===== config.mk =====
export PLATFORM = sky130hd
export DESIGN_NAME = radar_target_frame_deframer
export DESIGN_NICKNAME = d
export VERILOG_FILES = /design/src/design/rfd_pkg.sv /design/src/design/radar_target_frame_deframer.sv /design/src/design/rfd_ram.sv /design/src/design/rfd_framer.sv /design/src/design/rfd_decoder.sv
export VERILOG_INCLUDE_DIRS = /design/src /design/src/design
export SDC_FILE = /design/constraint.sdc
export NUM_CORES = 1
export LEC_CHECK = 0
export CAP_MARGIN = 15
export CORE_MARGIN = 10
export CORE_UTILIZATION = 63
export DETAILED_ROUTE_END_ITERATION = 10
export DONT_BUFFER_PORTS = 1
export PLACE_DENSITY = 0.83
export SETUP_SLACK_MARGIN = 0.3
export SYNTH_ARGS = -nofsm -noshare
export SYNTH_HDL_FRONTEND = slang
export SYNTH_SLANG_ARGS = --single-unit

===== constraint.sdc =====
create_clock -name aclk -period 9.6 [get_ports aclk]
set_input_delay 0 -clock aclk [delete_from_list [all_inputs] [get_ports aclk]]
set_output_delay 0 -clock aclk [all_outputs]
set_load 0.05 [all_outputs]

===== src/design/radar_target_frame_deframer_assert.svh =====
// ----------------------------------------------------------------------------
// radar target frame deframer assertion macros
// Property shorthands shared by the deframer's checks.
// ----------------------------------------------------------------------------
`ifndef RADAR_TARGET_FRAME_DEFRAMER_ASSERT_SVH
`define RADAR_TARGET_FRAME_DEFRAMER_ASSERT_SVH

// same-cycle implication, disabled in reset
`define RFD_ASSERT_NOW(label, clk, rstn, ante, cons) \
    label: assert property (@(posedge clk) disable iff (!(rstn)) (ante) |-> (cons)) \
        else $error("deframer check failed");

// next-cycle implication, disabled in reset
`define RFD_ASSERT_NEXT(label, clk, rstn, ante, cons) \
    label: assert property (@(posedge clk) disable iff (!(rstn)) (ante) |=> (cons)) \
        else $error("deframer check failed");

`endif


===== src/design/rfd_pkg.sv =====
// ----------------------------------------------------------------------------
// rfd_pkg
// Types, constants and helpers shared by the radar target frame deframer.
// ----------------------------------------------------------------------------
package rfd_pkg;

    // frame layout
    localparam int HEAD_LEN = 4;
    localparam int SLOT_LEN = 8;

    // configuration port
    localparam int CFG_ADDR_W = 4;
    localparam int CFG_DATA_W = 32;
    localparam logic [CFG_ADDR_W-1:0] CFG_HEADER = 4'd0;
    localparam logic [CFG_ADDR_W-1:0] CFG_TAIL   = 4'd1;
    localparam logic [31:0] HEADER_RESET = 32'd262058;
    localparam logic [15:0] TAIL_RESET   = 16'd52309;

    // stream widths
    localparam int IN_DATA_W  = 8;
    localparam int OUT_DATA_W = 72;

    // sign-magnitude fields
    localparam logic [15:0] SM_MAG  = 16'h7FFF;
    localparam logic [15:0] SM_SIGN = 16'h8000;

    // one decoded target
    typedef struct packed {
        logic signed [15:0] x;
        logic signed [15:0] y;
        logic signed [15:0] speed;
        logic        [15:0] res;
    } target_t;

    // frame handoff from framer to decoder
    typedef struct packed {
        logic start;
        logic bank;
    } frame_hand_t;

    // decoder sequencer
    typedef enum logic [2:0] {
        DEC_IDLE = 3'b001,
        DEC_READ = 3'b010,
        DEC_EMIT = 3'b100
    } dec_state_t;

    // sign-magnitude to two's complement, negative zero becomes zero
    function automatic logic [15:0] sm_decode(input logic [15:0] raw);
        logic [15:0] mag;
        mag = raw & SM_MAG;
        if ((raw & SM_SIGN) != 16'd0) begin
            mag = 16'd0 - mag;
        end
        return mag;
    endfunction

endpackage


===== src/design/radar_target_frame_deframer.sv =====
// ----------------------------------------------------------------------------
// radar_target_frame_deframer
// Fixed-length frame deframer with header and tail sync for a radar sensor
// byte stream; decodes each good frame into one result per target slot.
// ----------------------------------------------------------------------------
//  channel   direction  content
//  s_*       in         received bytes, one per transaction
//  m_*       out        decoded targets, tlast on the final slot of a frame
//  cfg_*     in         header and tail pattern writes
//
//  One byte is accepted per cycle. A frame store of two banks in one RAM lets
//  a new frame fill while the previous one is decoded: the decoder reads one
//  target byte per cycle, then loads one result per cycle into the output
//  register while the receiver is ready; the first result leaves once all
//  target bytes are read. The final byte of the next frame stalls until the
//  previous frame's last result is loaded into the output register. Reset
//  is synchronous; no clearing pass is needed.
// ----------------------------------------------------------------------------
`include "radar_target_frame_deframer_assert.svh"

module radar_target_frame_deframer #(
    parameter int TARGET_SLOTS = 3,
    parameter int FRAME_BYTES  = 30
) (
    input  logic                               aclk,
    input  logic                               aresetn,
    // configuration write port
    input  logic                               cfg_wr_en,
    input  logic [rfd_pkg::CFG_ADDR_W-1:0]     cfg_addr,
    input  logic [rfd_pkg::CFG_DATA_W-1:0]     cfg_wdata,
    // input stream
    input  logic                               s_tvalid,
    output logic                               s_tready,
    input  logic [rfd_pkg::IN_DATA_W-1:0]      s_tdata,   // [7:0] rx_byte
    // result stream
    output logic                               m_tvalid,
    input  logic                               m_tready,
    // [1:0] target_index, [17:2] target_x, [33:18] target_y,
    // [49:34] target_speed, [65:50] target_resolution, [67:66] active_count
    output logic [rfd_pkg::OUT_DATA_W-1:0]     m_tdata,
    output logic                               m_tlast    // last
);

    localparam int IDX_W = $clog2(FRAME_BYTES);
    localparam int DEPTH = 2 ** (IDX_W + 1);

    logic                 wr_en;
    logic [IDX_W:0]       wr_addr;
    logic [7:0]           wr_data;
    logic [IDX_W:0]       rd_addr;
    logic [7:0]           rd_data;
    logic                 dec_busy;
    rfd_pkg::frame_hand_t hand;

    // sync, index and tail check
    rfd_framer #(
        .FRAME_BYTES (FRAME_BYTES)
    ) u_framer (
        .aclk      (aclk),
        .aresetn   (aresetn),
        .cfg_wr_en (cfg_wr_en),
        .cfg_addr  (cfg_addr),
        .cfg_wdata (cfg_wdata),
        .s_tvalid  (s_tvalid),
        .s_tready  (s_tready),
        .s_tdata   (s_tdata),
        .dec_busy  (dec_busy),
        .wr_en     (wr_en),
        .wr_addr   (wr_addr),
        .wr_data   (wr_data),
        .hand      (hand)
    );

    // two-bank frame store
    rfd_ram #(
        .WIDTH (8),
        .DEPTH (DEPTH)
    ) u_store (
        .aclk    (aclk),
        .wr_en   (wr_en),
        .wr_addr (wr_addr),
        .wr_data (wr_data),
        .rd_addr (rd_addr),
        .rd_data (rd_data)
    );

    // target decode and result output
    rfd_decoder #(
        .TARGET_SLOTS (TARGET_SLOTS),
        .FRAME_BYTES  (FRAME_BYTES)
    ) u_decoder (
        .aclk     (aclk),
        .aresetn  (aresetn),
        .hand     (hand),
        .dec_busy (dec_busy),
        .rd_addr  (rd_addr),
        .rd_data  (rd_data),
        .m_tvalid (m_tvalid),
        .m_tready (m_tready),
        .m_tdata  (m_tdata),
        .m_tlast  (m_tlast)
    );

    // a frame is handed over only to an idle decoder
    `RFD_ASSERT_NOW(a_hand_idle, aclk, aresetn, hand.start, !dec_busy)
    // the decoder takes up every handed frame
    `RFD_ASSERT_NEXT(a_hand_taken, aclk, aresetn, hand.start, dec_busy)
    // the input stalls only on the final byte while decoding
    `RFD_ASSERT_NOW(a_stall_busy, aclk, aresetn, !s_tready, dec_busy)

endmodule


===== src/design/rfd_ram.sv =====
// ----------------------------------------------------------------------------
// rfd_ram
// Simple dual-port RAM: one write port, one read port with registered data.
// ----------------------------------------------------------------------------
module rfd_ram #(
    parameter int WIDTH = 8,
    parameter int DEPTH = 64
) (
    input  logic                     aclk,
    input  logic                     wr_en,
    input  logic [$clog2(DEPTH)-1:0] wr_addr,
    input  logic [WIDTH-1:0]         wr_data,
    input  logic [$clog2(DEPTH)-1:0] rd_addr,
    output logic [WIDTH-1:0]         rd_data
);

    logic [WIDTH-1:0] mem [DEPTH];
    logic [WIDTH-1:0] rd_data_reg;

    // write and registered read
    always_ff @(posedge aclk) begin
        if (wr_en) begin
            mem[wr_addr] <= wr_data;
        end
        rd_data_reg <= mem[rd_addr];
    end

    assign rd_data = rd_data_reg;

endmodule


===== src/design/rfd_framer.sv =====
// ----------------------------------------------------------------------------
// rfd_framer
// Byte index, header sync and tail check; writes bytes into the frame store
// bank being filled and hands a good frame over to the decoder.
// ----------------------------------------------------------------------------
module rfd_framer #(
    parameter int FRAME_BYTES = 30
) (
    input  logic                                aclk,
    input  logic                                aresetn,
    input  logic                                cfg_wr_en,
    input  logic [rfd_pkg::CFG_ADDR_W-1:0]      cfg_addr,
    input  logic [rfd_pkg::CFG_DATA_W-1:0]      cfg_wdata,
    input  logic                                s_tvalid,
    output logic                                s_tready,
    input  logic [rfd_pkg::IN_DATA_W-1:0]       s_tdata,
    input  logic                                dec_busy,
    output logic                                wr_en,
    output logic [$clog2(FRAME_BYTES):0]        wr_addr,
    output logic [7:0]                          wr_data,
    output rfd_pkg::frame_hand_t                hand
);

    localparam int IDX_W = $clog2(FRAME_BYTES);
    localparam logic [IDX_W-1:0] LAST_IDX = IDX_W'(FRAME_BYTES - 1);
    localparam logic [IDX_W-1:0] HEAD_END = IDX_W'(rfd_pkg::HEAD_LEN);

    logic [31:0]      header_reg;
    logic [15:0]      tail_reg;
    logic [IDX_W-1:0] idx_reg, idx_next;
    logic             bank_reg, bank_next;
    logic [7:0]       prev_reg;

    logic [31:0] hdr_shift;
    logic        accept;
    logic        head_bad;
    logic        at_end;
    logic        tail_ok;

    // configuration registers
    always_ff @(posedge aclk) begin
        if (!aresetn) begin
            header_reg <= rfd_pkg::HEADER_RESET;
            tail_reg   <= rfd_pkg::TAIL_RESET;
        end else if (cfg_wr_en) begin
            case (cfg_addr)
                rfd_pkg::CFG_HEADER: header_reg <= cfg_wdata;
                rfd_pkg::CFG_TAIL:   tail_reg   <= cfg_wdata[15:0];
                default: ;
            endcase
        end
    end

    // header byte expected at this index
    assign hdr_shift = header_reg >> {idx_reg[1:0], 3'b000};

    assign accept   = s_tvalid && s_tready;
    assign head_bad = (idx_reg < HEAD_END) && (s_tdata != hdr_shift[7:0]);
    assign at_end   = (idx_reg == LAST_IDX);
    assign tail_ok  = ({s_tdata, prev_reg} == tail_reg);

    // the final byte waits while the other bank is still being decoded
    assign s_tready = !(at_end && dec_busy);

    // frame store write
    assign wr_en   = accept && !head_bad;
    assign wr_addr = {bank_reg, idx_reg};
    assign wr_data = s_tdata;

    // handoff of a complete frame with a good tail
    assign hand.start = wr_en && at_end && tail_ok;
    assign hand.bank  = bank_reg;

    // index and bank update
    always_comb begin
        idx_next  = idx_reg;
        bank_next = bank_reg;
        if (accept) begin
            if (head_bad || at_end) begin
                idx_next = '0;
            end else begin
                idx_next = idx_reg + 1'b1;
            end
            if (hand.start) begin
                bank_next = !bank_reg;
            end
        end
    end

    always_ff @(posedge aclk) begin
        if (!aresetn) begin
            idx_reg  <= '0;
            bank_reg <= 1'b0;
        end else begin
            idx_reg  <= idx_next;
            bank_reg <= bank_next;
        end
    end

    // previous stored byte, first half of the tail
    always_ff @(posedge aclk) begin
        if (wr_en) begin
            prev_reg <= s_tdata;
        end
    end

endmodule


===== src/design/rfd_decoder.sv =====
// ----------------------------------------------------------------------------
// rfd_decoder
// Reads the target bytes of a handed-over frame one per cycle, assembles
// and decodes each slot, counts active targets and emits one result each.
// ----------------------------------------------------------------------------
module rfd_decoder #(
    parameter int TARGET_SLOTS = 3,
    parameter int FRAME_BYTES  = 30
) (
    input  logic                               aclk,
    input  logic                               aresetn,
    input  rfd_pkg::frame_hand_t               hand,
    output logic                               dec_busy,
    output logic [$clog2(FRAME_BYTES):0]       rd_addr,
    input  logic [7:0]                         rd_data,
    output logic                               m_tvalid,
    input  logic                               m_tready,
    output logic [rfd_pkg::OUT_DATA_W-1:0]     m_tdata,
    output logic                               m_tlast
);

    localparam int IDX_W  = $clog2(FRAME_BYTES);
    localparam int POS_W  = $clog2(rfd_pkg::SLOT_LEN * TARGET_SLOTS);
    localparam int SLOT_W = (TARGET_SLOTS > 1) ? $clog2(TARGET_SLOTS) : 1;
    localparam int ABS_W  = $clog2(FRAME_BYTES + rfd_pkg::HEAD_LEN +
                                   rfd_pkg::SLOT_LEN * TARGET_SLOTS);
    localparam logic [POS_W-1:0]  LAST_POS  = POS_W'(rfd_pkg::SLOT_LEN * TARGET_SLOTS - 1);
    localparam logic [SLOT_W-1:0] LAST_SLOT = SLOT_W'(TARGET_SLOTS - 1);
    localparam logic [ABS_W-1:0]  HEAD_OFS  = ABS_W'(rfd_pkg::HEAD_LEN);
    localparam logic [ABS_W-1:0]  FRAME_END = ABS_W'(FRAME_BYTES);

    rfd_pkg::dec_state_t state_reg, state_next;
    logic              bank_reg;
    logic [POS_W-1:0]  pos_reg;
    logic              issue_done_reg;
    logic              rd_valid_reg;
    logic [POS_W-1:0]  rd_pos_reg;
    logic              rd_inrange_reg;
    logic [55:0]       sr_reg;
    logic [1:0]        active_reg;
    logic [SLOT_W-1:0] emit_slot_reg;
    rfd_pkg::target_t  slot_reg [TARGET_SLOTS];
    logic              out_valid_reg;
    logic              out_last_reg;
    logic [rfd_pkg::OUT_DATA_W-1:0] out_data_reg;

    logic [ABS_W-1:0]  abs_pos;
    logic              issue;
    logic [7:0]        rd_byte;
    logic [63:0]       word;
    logic              slot_done;
    logic [SLOT_W-1:0] wr_slot;
    rfd_pkg::target_t  dec_tgt;
    logic              dec_nz;
    logic              out_load;
    logic [3:0]        emit_ext;
    rfd_pkg::target_t  emit_tgt;

    assign dec_busy = (state_reg != rfd_pkg::DEC_IDLE);

    // read address of the next target byte
    assign abs_pos = HEAD_OFS + ABS_W'(pos_reg);
    assign rd_addr = {bank_reg, abs_pos[IDX_W-1:0]};
    assign issue   = (state_reg == rfd_pkg::DEC_READ) && !issue_done_reg;

    // returned byte, zero past the end of the frame
    assign rd_byte   = rd_inrange_reg ? rd_data : 8'd0;
    assign word      = {rd_byte, sr_reg};
    assign slot_done = rd_valid_reg && (rd_pos_reg[2:0] == 3'd7);
    assign wr_slot   = SLOT_W'(rd_pos_reg >> 3);

    // slot decode
    always_comb begin
        dec_tgt.x     = rfd_pkg::sm_decode(word[15:0]);
        dec_tgt.y     = rfd_pkg::sm_decode(word[31:16]);
        dec_tgt.speed = rfd_pkg::sm_decode(word[47:32]);
        dec_tgt.res   = word[63:48];
        dec_nz = (dec_tgt.x != 16'sd0) || (dec_tgt.y != 16'sd0) || (dec_tgt.speed != 16'sd0);
    end

    // output register is free or drains this cycle
    assign out_load = (state_reg == rfd_pkg::DEC_EMIT) && (!out_valid_reg || m_tready);

    // sequencer
    always_comb begin
        state_next = state_reg;
        case (state_reg)
            rfd_pkg::DEC_IDLE: begin
                if (hand.start) begin
                    state_next = rfd_pkg::DEC_READ;
                end
            end
            rfd_pkg::DEC_READ: begin
                if (rd_valid_reg && (rd_pos_reg == LAST_POS)) begin
                    state_next = rfd_pkg::DEC_EMIT;
                end
            end
            rfd_pkg::DEC_EMIT: begin
                if (out_load && (emit_slot_reg == LAST_SLOT)) begin
                    state_next = rfd_pkg::DEC_IDLE;
                end
            end
            default: state_next = rfd_pkg::DEC_IDLE;
        endcase
    end

    // control registers
    always_ff @(posedge aclk) begin
        if (!aresetn) begin
            state_reg      <= rfd_pkg::DEC_IDLE;
            pos_reg        <= '0;
            issue_done_reg <= 1'b0;
            rd_valid_reg   <= 1'b0;
            active_reg     <= 2'd0;
            emit_slot_reg  <= '0;
            out_valid_reg  <= 1'b0;
        end else begin
            state_reg    <= state_next;
            rd_valid_reg <= issue;
            // read issue counter
            if (hand.start && !dec_busy) begin
                pos_reg        <= '0;
                issue_done_reg <= 1'b0;
                active_reg     <= 2'd0;
                emit_slot_reg  <= '0;
            end else begin
                if (issue) begin
                    pos_reg <= pos_reg + 1'b1;
                    if (pos_reg == LAST_POS) begin
                        issue_done_reg <= 1'b1;
                    end
                end
                // active target count, saturating
                if (slot_done && dec_nz && (active_reg != 2'd3)) begin
                    active_reg <= active_reg + 2'd1;
                end
                if (out_load) begin
                    emit_slot_reg <= emit_slot_reg + 1'b1;
                end
            end
            // output valid
            if (out_load) begin
                out_valid_reg <= 1'b1;
            end else if (m_tready) begin
                out_valid_reg <= 1'b0;
            end
        end
    end

    // read pipeline and slot assembly
    always_ff @(posedge aclk) begin
        if (hand.start && !dec_busy) begin
            bank_reg <= hand.bank;
        end
        rd_pos_reg     <= pos_reg;
        rd_inrange_reg <= (abs_pos < FRAME_END);
        if (rd_valid_reg) begin
            sr_reg <= word[63:8];
        end
        if (slot_done) begin
            slot_reg[wr_slot] <= dec_tgt;
        end
    end

    // result packing
    assign emit_ext = 4'(emit_slot_reg);
    assign emit_tgt = slot_reg[emit_slot_reg];

    always_ff @(posedge aclk) begin
        if (out_load) begin
            out_data_reg <= {4'd0, active_reg, emit_tgt.res, emit_tgt.speed,
                             emit_tgt.y, emit_tgt.x, emit_ext[1:0]};
            out_last_reg <= (emit_slot_reg == LAST_SLOT);
        end
    end

    assign m_tvalid = out_valid_reg;
    assign m_tdata  = out_data_reg;
    assign m_tlast  = out_last_reg;

endmodule

==> results.md, run 1 <==
- Yosys top cell by area: edfxtp_1
- Sequential-to-total area share from yosys stat: 74.93%
- Max Cap Viol: 0
- DRT iter0 DRCs: 2717
- Most frequent cells in the layout: 838 x edfxtp_1, 187 x nand2_1, 176 x mux4_2
- H-tree Lvls: 3
- Mean Syn Cell Area: 18.27 um^2
- WHS Endpoint: u_framer.header_reg[25]$_SDFFE_PN0P_
- Fraction of layout cells with a size suffix above 1: 17.03%
- Max clock buf depth: 3
- Peak VDD IR: 170.4 uV
- Endpoints failing hold: 0
- Multi-input logic area: 8476 um^2
- Clock network fraction of total power: 43.6%
- Pwr Density: 195.6 nW/um^2
- DRT Pass-1 Iters: 6
- Sw Pwr: 1533 uW
- CTS tree: built
- Status: finished clean
- Die area: 66760 um^2
- Critical Path Start Type: flop
- Die H: 258.4 um
- Initial antenna violation count: 7
- Placer Congestion: 0.8883
- Final WL: 86270 um
- Max reg flops: 512
- Layout area overhead: 12.78%
- Via count: 19410
- Internal power: 6362 uW
- Final Instance Count excl. Fillers: 2884
- GR Util All Layers: 25.83%
- Commonest non-fill, non-tap cell in the layout: edfxtp_1
- Combinational power share: 1.3%
- Reg2reg path depth: 8
- Hpwl dp: 46730 um
- GRT overflow: 0
- Fin area: 40380 um^2
- Hold_sp: cfg_wdata[25]
- Slowest-stage cell, CP: dfxtp_1
- Clock Latency Late Sink: 0.65 ns
- Initial Utilization: 63.61%
- Worst EP required: 9.86 ns
- CP Cell Sequence: mux4_2 > xnor2_1 > nand4_1 > o211ai_1 > nand2_1 > nor2_1 > nand3_1 > nor2_1
- Pwr Total: 7896 uW
- Synth unique cells: 64
- Most used DFF post-synth: edfxtp_1
- Reg-to-reg startpoint: u_framer.idx_reg[0]$_SDFFE_PN0N_
- Most used cell along the critical path: nor2_1
- Placed cell count: 2632
- Avg Vias per Cell: 6.729
- Final routed DRC violation total: 0
- Reg clk slew, reported paths: 0.07 ns
- Reg-to-Reg End: u_store.mem[33][6]$_DFFE_PP_
- I/O pin count: 124
- FF-to-FF setup slack: 4.75 ns
- Die W: 258.4 um
- Dpl cell area: 36490 um^2
- Avg WL per Cell: 29.91 um
- Post_cts resized: 0
- Core area: 56280 um^2
- Post-synth top area share: 70.29%
- Achievable Freq: 206.4 MHz
- Crit Path Category: flop to flop
- Crit-path max FO: 19
- CP peak stage delay: 0.91 ns
- Final Max Tran Viols: 0
- Antenna-violating nets left: 0
- Top post-synthesis cells by area: edfxtp_1 70%, mux4_2 11%, dfxtp_1 4.6%, nand2_1 2.0%, mux2i_1 1.9%
- Final #Nets: 2114
- Hold Crit Depth: 3
- # fillers: 3051
- Num CTS Buffers: 86
- Min-delay worst type: primary input to flop
- Row count: 87
- Setup_tns: 0 ns
- Leakage power total: 0.01229 uW
- Root Buffer Master: clkbuf_16
- RSZ-0062 raised after global routing: no
- Mapped Area: 35800 um^2
- # setup viols final: 0
- Period utilization: 50.47%
- Synth Warn #: 0
- CP arrival: 5.11 ns
- Async set-or-reset flop fraction in the synthesized netlist: 0%
- Port bufs: 0
- Net Sw Frac: 19.42%
- Global-route wire length before repair: 127900 um
- Register area: 26840 um^2
- Cells after synthesis: 1959
- Part of the power in registers: 55.1%
- Worst clock skew: 0.02848 ns
- Post-CTS Setup Repair Bufs: 0
- Largest net degree at the start of global routing: 108
- Vias in the first global route: 19200
- Rel. slew slack: 17.33%
- Minimum clock period: 4.845 ns
- Post-synth EDFFs: 838
- CTS hold repair buffers: 90
- Worst-Margin Slew: 1.232 ns
- CP Capture Type: flop
- Seq cells post-synth: 921
- Clock sinks: 921
worst max path at each step:
stage / slack (ns) / start / end / depth (start not counted)
2_1_floorplan: 2.33 / u_decoder.rd_valid_reg$_SDFF_PN0_ / u_decoder.slot_reg[2][0]$_DFFE_PP_ / 2
4_1_cts: 5.04 / u_framer.idx_reg[1]$_SDFFE_PN0N_ / u_store.mem[21][7]$_DFFE_PP_ / 8
3_3_place_gp: 5.32 / u_framer.idx_reg[1]$_SDFFE_PN0N_ / u_store.mem[33][4]$_DFFE_PP_ / 9
3_5_place_dp: 5.11 / u_framer.idx_reg[1]$_SDFFE_PN0N_ / u_store.mem[39][1]$_DFFE_PP_ / 8
6_report: 4.75 / u_framer.idx_reg[0]$_SDFFE_PN0N_ / u_store.mem[33][6]$_DFFE_PP_ / 8
5_1_grt: 4.64 / u_framer.idx_reg[0]$_SDFFE_PN0N_ / u_store.mem[49][7]$_DFFE_PP_ / 8
power groups by stage:
stage / logic [uW] / clock network (uW) / registers [uW]
CTS: 102 / 3460 / 4350
detailed placement: 20.6 / 0 / 4430
global route: 111 / 3620 / 4350
finish: 105 / 3440 / 4350
global placement: 20.1 / 0 / 4430
floorplan: 21.8 / 0 / 4440
cells by family (layout without fill, tap and decap cells):
group | after synthesis | count (layout) | share of synthesized area (%)
flip-flops | 921 | 921 | 74.93
AO/OA/AOI/OAI | 157 | 157 | 2.712
adder cells (fa/ha/maj) | 11 | 11 | 0.3844
other | 1 | 6 | 0.01047
AND/OR/NAND/NOR | 426 | 426 | 5.700
multiplexers | 244 | 244 | 12.97
buffers and inverters | 127 | 291 | 1.485
XOR/XNOR | 72 | 72 | 1.803
metal layers:
metal / wire [um] / track usage [%]
met1: 31070 / 33.80
met2: 42890 / 41.92
met3: 8660 / 5.335
met4: 3641 / 11.22
met5: 13 / 0
stage by stage:
stage	hold slack [ns]	utilization [%]	setup WS, ns
2_1_floorplan	0.09887	-	2.333
5_1_grt	0.07536	71.74	4.640
6_report	0.08457	71.74	4.755
3_5_place_dp	0.08430	64.84	5.111
3_3_place_gp	0.08221	64.84	5.325
4_1_cts	0.006672	71.74	5.041
cell type report:
cell class / instances / share of cell area [%]
multi-input cells: 914 / 20.99
diodes: 2 / 0.01240
clock inverters: 51 / 1.280
repair buffers: 106 / 2.932
inverters: 25 / 0.2324
well taps: 756 / 2.343
clock buffers: 109 / 5.727
flip-flops and latches: 921 / 66.48
Yosys cell counts, types with 3 or more instances:
library cell and n:
a21boi_0 26, a21oi_1 10, a31oi_1 3, a41oi_1 3, and2_1 16, buf_1 26
buf_4 5, clkbuf_1 66, dfxtp_1 83, edfxtp_1 838, ha_1 11, inv_1 25
mux2i_1 68, mux4_2 176, nand2_1 187, nand2b_1 14, nand3_1 36, nand3b_1 4
nand4_1 15, nand4b_1 5, nor2_1 91, nor3_1 12, nor3b_1 4, nor4_1 6
nor4_2 3, o21ai_0 83, o31ai_1 7, o41ai_1 9, or2_2 4, or3_1 8
or4_1 4, xnor2_1 58, xor2_1 12
worst max-delay path, delay by kind of cell (launching register included):
family	cells	cell delay, ns
and+or+nand+nor	5	2.20
DFF	1	0.91
AOI/OAI and AO/OA	1	0.37
xor gates and xnor gates	1	0.30
muxes	1	0.65
No activity file was read; power rests on OpenSTA's default activity.
==> inputs of run 2 (changes only) <==
Clock period 9.6 ns to 4.7 ns, I/O delays scaled along.
==> run 2 against run 1 <==
Compared with the run above: clock power up 110%; maximum frequency up 11%; core utilization up 0.69 points; die area unchanged; routed wire length up 6.4%; first-iteration DRC count up 4.0%; sequential power up 100%; non-clock buffer count up 17; critical path type unchanged; critical endpoint is now u_store.mem[18][3]$_DFFE_PP_; register-to-register slack worse by 4.4 ns; via count up 2.8%.
==> results.md, run 2 (synthesis results as in run 1) <==
- Achievable Freq: 229.3 MHz (was 206.4 MHz)
- Clock Latency Late Sink: 0.66 ns (was 0.65 ns)
- Post-CTS Setup Repair Bufs: 0 (unchanged)
- Critical Path Start Type: flop (unchanged)
- CTS tree: built (unchanged)
- Initial antenna violation count: 11 (was 7)
- Most frequent cells in the layout: 838 x edfxtp_1, 187 x nand2_1, 176 x mux4_2 (unchanged)
- CP arrival: 4.63 ns (was 5.11 ns)
- Fraction of layout cells with a size suffix above 1: 18.00% (was 17.03%)
- Commonest non-fill, non-tap cell in the layout: edfxtp_1 (unchanged)
- CP delay by family, top: simple AND/OR/NAND/NOR gates (unchanged)
- Fin area: 40770 um^2 (was 40380 um^2)
- Register area: 26840 um^2 (about the same)
- Hpwl dp: 47100 um (was 46730 um)
- CP Cell Sequence: mux4_2 > xnor2_1 > nand4_1 > o211ai_1 > nand2_1 > or4_1 > nor2_1 (was mux4_2 > xnor2_1 > nand4_1 > o211ai_1 > nand2_1 > nor2_1 > nand3_1 > nor2_1)
- Max reg flops: 512 (unchanged)
- # fillers: 2980 (was 3051)
- Rel. slew slack: 27.24% (was 17.33%)
- Row count: 87 (unchanged)
- Final #Nets: 2132 (was 2114)
- Initial Utilization: 63.61% (unchanged)
- Placer Congestion: 0.9092 (was 0.8883)
- H-tree Lvls: 3 (unchanged)
- Global-route wire length before repair: 135500 um (was 127900 um)
- Worst clock skew: 0.02687 ns (was 0.02848 ns)
- Leakage power total: 0.01246 uW (was 0.01229 uW)
- Max Cap Viol: 0 (unchanged)
- Dpl cell area: 36690 um^2 (was 36490 um^2)
- Final routed DRC violation total: 0 (unchanged)
- Largest net degree at the start of global routing: 75 (was 108)
- Port bufs: 0 (unchanged)
- Num CTS Buffers: 87 (was 86)
- GR Util All Layers: 27.41% (was 25.83%)
- Placed cell count: 2649 (was 2632)
- Slowest-stage cell, CP: dfxtp_1 (unchanged)
- Reg clk slew, reported paths: 0.07 ns (about the same)
- Status: finished clean (unchanged)
- Minimum clock period: 4.361 ns (was 4.845 ns)
- Final hold slack: 0.01353 ns (was 0.08457 ns)
- CP peak stage delay: 0.86 ns (was 0.91 ns)
- DRT Pass-1 Iters: 8 (was 6)
- Peak VDD IR: 329.3 uV (was 170.4 uV)
- Worst-Margin Slew: 1.091 ns (was 1.232 ns)
- Utilization after layout: 72.44% (was 71.74%)
- Die area: 66760 um^2 (unchanged)
- RSZ-0062 raised after global routing: no (unchanged)
- Layout area overhead: 13.87% (was 12.78%)
- DRT iter0 DRCs: 2825 (was 2717)
- Final Max Tran Viols: 0 (unchanged)
- Antenna-violating nets left: 0 (unchanged)
- Min-delay worst type: primary input to flop (unchanged)
- CP Capture Type: flop (unchanged)
- I/O pin count: 124 (unchanged)
- Die H: 258.4 um (unchanged)
- Crit-path max FO: 14 (was 19)
- Endpoints failing hold: 0 (unchanged)
- GRT overflow: 0 (unchanged)
- Avg Vias per Cell: 6.865 (was 6.729)
- Pwr Density: 403.9 nW/um^2 (was 195.6 nW/um^2)
- Vias in the first global route: 19810 (was 19200)
- Worst EP required: 4.97 ns (was 9.86 ns)
- Root Buffer Master: clkbuf_16 (unchanged)
- Final WL: 91810 um (was 86270 um)
- Multi-input logic area: 8494 um^2 (was 8476 um^2)
- Clock sinks: 921 (unchanged)
- Crit Path Category: flop to flop (unchanged)
- Final Instance Count excl. Fillers: 2907 (was 2884)
- Max clock buf depth: 3 (unchanged)
- Via count: 19960 (was 19410)
- Period utilization: 92.78% (was 50.47%)
- Die W: 258.4 um (unchanged)
- Avg WL per Cell: 31.58 um (was 29.91 um)
- Critical path buffer and inverter count: 0 (unchanged)
- Core area: 56280 um^2 (unchanged)
- # setup viols final: 0 (unchanged)
==> run 2: cell types whose count changed in the layout (fill, tap and decap cells not counted), moves of 3 or more <==
cell           change
inv_6              -4
diode_2            +5
buf_12             +4
buf_4             +15
clkinv_8           +3
dlygate4sd3_1      -4
==> run 2: report_power, final <==
group,total [uW],switching [uW],internal (uW)
sequential,8880,6.32,8880
combinational,222,152,70.8
clock,7360,3160,4200
total,16500,3320,13100
==> run 2: final cells by class <==
type,instances,area share [%]
Inverter,25,0.2302
Clock inverter,53,1.645
Antenna cell,7,0.04297
Multi-Input combinational cell,914,20.84
Timing Repair Buffer,123,3.413
Sequential cell,921,65.85
Tap cell,756,2.320
Clock buffer,108,5.663
==> run 2: final timing paths <==
check,from,cells after the start,endpoint,slack [ns]
worst min register to register,u_decoder.pos_reg[3]$_SDFFE_PP0P_,0,u_decoder.rd_pos_reg[3]$_DFF_P_,0.41
worst min-delay path,cfg_addr[0],3,u_framer.header_reg[7]$_SDFFE_PN1P_,0.01
worst max-delay path,u_framer.idx_reg[1]$_SDFFE_PN0N_,7,u_store.mem[18][3]$_DFFE_PP_,0.34
worst max register to register,u_framer.idx_reg[1]$_SDFFE_PN0N_,7,u_store.mem[18][3]$_DFFE_PP_,0.34
==> run 2: metrics by stage <==
stage | setup slack (ns) | power, uW | TNS [ns]
after detailed placement | 0.5972 | 9100 | 0
after CTS | 0.5120 | 16450 | 0
after global placement | 0.7159 | 9098 | 0
final | 0.3393 | 16470 | 0
after global routing | 0.3482 | 16810 | 0
after floorplan | -0.3602 | 9105 | -61.26
==> run 2: worst register-to-register path, cell delays in order, from the launching register on <==
cell,delay [ns]
dfxtp_1,0.86
mux4_2,0.47
xnor2_1,0.25
nand4_1,0.19
o211ai_1,0.41
nand2_1,0.24
or4_1,0.83
nor2_1,0.72
==> run 2: metal layers <==
metal	routed length [um]	global-route usage, %
met5	69	0
met3	9922	6.696
met1	30710	33.44
met4	4597	12.43
met2	46510	46.06
==> run 2: timing repair <==
action / CTS / global route
hold endpoints to repair: 587 / 0
hold buffers: 86 / 0
gates resized for setup: 0 / 1
setup endpoints to repair: 0 / 167
